[src/rtl/sanc_pkg.sv]
// sanc_pkg: shared types and constants for the set associative name cache
// no dependencies
`default_nettype none
package sanc_pkg;
   localparam int unsigned KEY_W  = 32;
   localparam int unsigned ID_W   = 64;
   localparam int unsigned STAT_W = 3;
   localparam int unsigned CNT_W  = 2;
   localparam logic [CNT_W-1:0] COUNT_MAX = 2'd3;

   typedef enum logic [1:0] {
      OP_CHECK = 2'd0,
      OP_ENTER = 2'd1,
      OP_PURGE = 2'd2,
      OP_NONE  = 2'd3
   } opcode_type;

   typedef enum logic [STAT_W-1:0] {
      ST_MISS     = 3'd0,
      ST_NEGATIVE = 3'd1,
      ST_SAME_DIR = 3'd2,
      ST_FOUND    = 3'd3,
      ST_DONE     = 3'd4
   } status_type;

   // controller to datapath
   typedef struct packed {
      logic capture;     // latch request fields
      logic bucket_rd;   // issue bucket read at request index
      logic resolve;     // compare ways, write back
      logic purge_start; // reset purge address
      logic purge_rd;    // issue read at purge address
      logic purge_wr;    // evaluate returned bucket, clear matches
      logic purge_adv;   // advance purge address
      logic clear;       // zero valid bits and counts at purge address
      logic rsp_load;    // load response register
   } ctl_type;

   // datapath to controller
   typedef struct packed {
      opcode_type op;
      logic       purge_last;
      logic       clear_last;
   } sts_type;
endpackage
`default_nettype wire

[src/rtl/sanc_ctrl.sv]
// sanc_ctrl: sequencer for lookup, enter and purge transactions
// depends on sanc_pkg
`default_nettype none
module sanc_ctrl
   import sanc_pkg::*;
(
   input  wire logic    clock,
   input  wire logic    reset,
   input  wire logic    req_fire,
   input  wire logic    rsp_fire,
   input  wire sts_type sts,
   output ctl_type      ctl,
   output logic         busy,
   output logic         rsp_valid
);
   typedef enum logic [2:0] {
      S_CLEAR, S_IDLE, S_READ, S_RESOLVE, S_PURGE_RD, S_PURGE_WR, S_RESP
   } state_type;

   state_type state_ff, state_in;
   logic      rsp_valid_ff, rsp_valid_in;

   always_comb begin
      state_in = state_ff;
      rsp_valid_in = rsp_valid_ff;
      ctl = '0;
      if (rsp_fire) rsp_valid_in = 1'b0;
      unique case (state_ff)
         // walk every bucket once after reset
         S_CLEAR: begin
            ctl.clear = 1'b1;
            ctl.purge_adv = 1'b1;
            if (sts.clear_last) state_in = S_IDLE;
         end
         S_IDLE: if (req_fire) begin
            ctl.capture = 1'b1;
            state_in = S_READ;
         end
         S_READ: begin
            if (sts.op == OP_PURGE) begin
               ctl.purge_start = 1'b1;
               state_in = S_PURGE_RD;
            end else begin
               ctl.bucket_rd = 1'b1;
               state_in = S_RESOLVE;
            end
         end
         S_RESOLVE: begin
            ctl.resolve = 1'b1;
            state_in = S_RESP;
         end
         S_PURGE_RD: begin
            ctl.purge_rd = 1'b1;
            ctl.purge_adv = 1'b1;
            state_in = S_PURGE_WR;
         end
         S_PURGE_WR: begin
            ctl.purge_wr = 1'b1;
            state_in = sts.purge_last ? S_RESP : S_PURGE_RD;
         end
         S_RESP: if (!rsp_valid_ff || rsp_fire) begin
            ctl.rsp_load = 1'b1;
            rsp_valid_in = 1'b1;
            state_in = S_IDLE;
         end
         default: state_in = S_IDLE;
      endcase
   end

   always_ff @(posedge clock) begin
      if (reset) begin
         state_ff <= S_CLEAR;
         rsp_valid_ff <= 1'b0;
      end else begin
         state_ff <= state_in;
         rsp_valid_ff <= rsp_valid_in;
      end
   end

   assign busy = (state_ff != S_IDLE);
   assign rsp_valid = rsp_valid_ff;
endmodule
`default_nettype wire

[config.mk]
export PLATFORM = sky130hd
export DESIGN_NAME = sanc_ctrl
export DESIGN_NICKNAME = d
export VERILOG_FILES = /design/src/rtl/sanc_pkg.sv /design/src/rtl/sanc_ctrl.sv
export SDC_FILE = /design/constraint.sdc
export NUM_CORES = 1
export LEC_CHECK = 0
export BUFFER_PORTS_ARGS = -buffer_cell sky130_fd_sc_hd__buf_2
export CAP_MARGIN = 20
export CORE_AREA = 2 2 39 41
export DETAILED_ROUTE_END_ITERATION = 10
export DIE_AREA = 0 0 41 43
export GPL_TIMING_DRIVEN = 0
export PLACE_DENSITY = 0.55
export REMOVE_ABC_BUFFERS = 1
export SETUP_SLACK_MARGIN = 0.15
export SKIP_LAST_GASP = 1
export SLEW_MARGIN = 15
export SYNTH_ARGS = -nofsm -noshare
export SYNTH_HDL_FRONTEND = slang
export SYNTH_SLANG_ARGS = --single-unit
[constraint.sdc]
create_clock -name clock -period 1.17 [get_ports clock]
set_input_delay 0.234 -clock clock [delete_from_list [all_inputs] [get_ports clock]]
set_output_delay 0.234 -clock clock [all_outputs]
set_load 0.005 [all_outputs]
==> results.tsv <==
stage	metric	value	unit
yosys	synth-seq-cells	4	
detailed_routing	drt_iter0_markers	6	
placement	placed_area	389	um2
global_route	antenna_found_initial	0	
global_route	grt_util_met3	4.71	%
yosys	ys_types	22	
critical_path	end_kind	output port	
final_layout	nFillCells	144	
detailed_routing	vias	397	
detailed_routing	antenna_left	0	
floorplan	initial_core_util	21.4	%
timing	setup_ws	-0.0811	ns
clock_network	hold_buffers	0	
critical_path	worstPathArrival	1.02	ns
yosys	ys_seq_area_share	27.0	%
clock_network	clockBufferDepth	2	
clock_network	root_buffer	clkbuf_4	
yosys	synth_area	297	um2
hold_path	hold_path.class	primary input to flip-flop	
timing	max_freq	799	MHz
placement	io_buffers	18	
hold_path	hold_start	reset	
floorplan	die_area	0.00176	mm2
final_layout	area_growth	81.4	%
clock_network	clock_latency	0.23	ns
clock_network	cts-buffers-inserted	3	
global_route	overflow	0	
final_layout	fin_nets	79	
critical_path	reg2reg_from	state_ff[0]$_SDFFE_PP0P_	
yosys	synth_top_area_cell	dfxtp_1	
clock_network	cts_tree	done	
final_layout	utilization	38.9	%
global_route	track_usage	11.4	%
clock_network	path_clk_slew	0.03	ns
yosys	syn_inst	40	
timing	rsz0062_at_grt	yes	
final_layout	layout-drive-gt1-share	62.3	%
timing	fin_hold_ws	0.221	ns
timing	setup_viol	12	
detailed_routing	drt_wl_total	908	um
critical_path	reg2reg_to	state_ff[0]$_SDFFE_PP0P_	
hold_path	hold_end	state_ff[2]$_SDFFE_PP0P_	
critical_path	cp_data_required_time	0.94	ns
global_route	use_met1	14.5	%
critical_path	start_kind	flip-flop	
final_layout	final_cell_mix	buf_2 (19), buf_4 (7), nor2_1 (4)	
yosys	ys_warn_count	0	
timing	skew	0.00467	ns
detailed_routing	post_drt_wl_per_cell	10.7	um
flow_run	max_cap_viol_count	0	
placement	gp_congestion	0.737	
final_layout	antennaDiodeCount	0	
timing	hold_violations	0	
yosys	synthTopCellsByArea	dfxtp_1 (27%), nor3_1 (6.8%), nand2b_1 (6.3%), nor2_1 (6.3%), a21oi_1 (5.1%)	
placement	pre_cts_ws	-0.127	ns
floorplan	core	0.00138	mm2
global_route	grt_pass1_wl	1390	um
critical_path	crit_fanout	6	
global_route	use_met2	17.5	%
yosys	syn_area_per_cell	7.41	um2
clock_network	cts.sinks	4	
global_route	gr-max-usage-layer	met2	
floorplan	fp-row-count	14	
timing	tns	-0.581	ns
power_and_ir_drop	p_per_area	789	mW/mm2
detailed_routing	drc	0	
power_and_ir_drop	p_leak	0.260	nW
final_layout	final_common_cell	buf_2	
timing	worst_pin_slew	0.263	ns
critical_path	worstRegToRegCells	5	
global_route	grt_pass1_vias	343	
timing	min_period_over_period	107	%
yosys	yosysTopAreaCellShare	27.0	%
timing	timing.final.crit_period	1.25	ns
hold_path	whs_path_depth	2	
clock_network	cts_max_level	1	
critical_path	r2r_slack	-0.03	ns
floorplan	die_w	41	um
floorplan	die_h	43	um
timing	relSlewSlack	82.2	%
detailed_routing	avgViaCountPerCell	4.67	
final_layout	fin_area	538	um2
global_route	grt_max_degree	13	
detailed_routing	drtPass1Iterations	3	
floorplan	ioPinCount	19	
run_status	violations	negative setup slack	
run_status	status	finished, violations left	
power_and_ir_drop	ir_worst_vdd	369	uV
placement	place_hpwl	486	um
timing	finalMaxSlewViolations	0	
critical_path	crit_type	flip-flop to output port	
sequential cells by signal, summed over array words and instances, names as in the netlist:
register and cells:
state_ff 3, rsp_valid 1
per-layer routing:
| metal | wire length, um | up-vias |
|---|---|---|
| li1 | - | 200 |
| met1 | 404 | 182 |
| met2 | 441 | 15 |
| met3 | 62 | 0 |
| met4 | 0 | 0 |
| met5 | 0 | - |
worst max-delay path by stage:
stage                              from  slack, ns                        to
3_3_place_gp   state_ff[1]$_SDFFE_PP0P_      -0.13                    ctl[5]
4_1_cts        state_ff[2]$_SDFFE_PP0P_      -0.09                    ctl[5]
3_5_place_dp   state_ff[1]$_SDFFE_PP0P_      -0.13                    ctl[5]
2_1_floorplan  state_ff[1]$_SDFFE_PP0P_       0.03  state_ff[0]$_SDFFE_PP0P_
5_1_grt        state_ff[0]$_SDFFE_PP0P_      -0.15                    ctl[0]
6_report       state_ff[2]$_SDFFE_PP0P_      -0.08                    ctl[5]
worst max-delay path, cell delays in order (launching register included):
cell and delay [ns]:
dfxtp_4 0.36, nand2b_4 0.16, nor3b_2 0.14, buf_2 0.13
per-stage QoR:
stage	std cells	total power [mW]
3_3_place_gp	71	0.226
4_1_cts	82	0.418
3_5_place_dp	71	0.227
6_report	85	0.424
2_1_floorplan	37	0.192
5_1_grt	85	0.449
timing repair:
item	CTS	global route
resized for setup	12	4
pin swaps	3	2
setup buffers	8	3
endpoints found under the setup margin	13	13
endpoints found under the hold margin	0	0
report_power, final:
group / internal [mW] / leakage (nW) / switching (mW) / total [mW]
registers: 0.139 / 0.0347 / 0.0129 / 0.152
logic: 0.0587 / 0.212 / 0.0437 / 0.102
clock network: 0.115 / 0.0138 / 0.0554 / 0.170
total: 0.312 / 0.260 / 0.112 / 0.424
cells by family after synthesis:
family	after synthesis	synth area share, %
buffers and inverters	5	8.44
and+or+nand+nor	20	38.0
AOI/OAI and AO/OA	11	26.6
DFF	4	27.0
synth_stat cells:
master,number
buf_2,2
a31oi_2,1
or2_4,1
o21ai_0,1
nor3_1,4
a211oi_1,2
and2b_1,1
nor2_1,5
dfxtp_1,4
inv_1,2
buf_4,1
nor3b_1,2
and3_1,1
nand2b_1,3
nand2_1,1
a211o_1,1
nand3b_1,1
o22ai_1,1
nor2b_1,1
a21oi_1,3
o41ai_1,1
o21bai_1,1
area by class of cell:
cell class                      instances  area [um2]  share of cell area (%)
Clock buffer                            3        22.5                    4.19
Tap cell                               16        20.0                    3.72
Inverter                                2        7.51                    1.40
Multi-Input combinational cell         31         221                    41.2
Sequential cell                         4        91.3                    17.0
Timing Repair Buffer                   29         175                    32.6
Power figures use the tool's default switching activity.
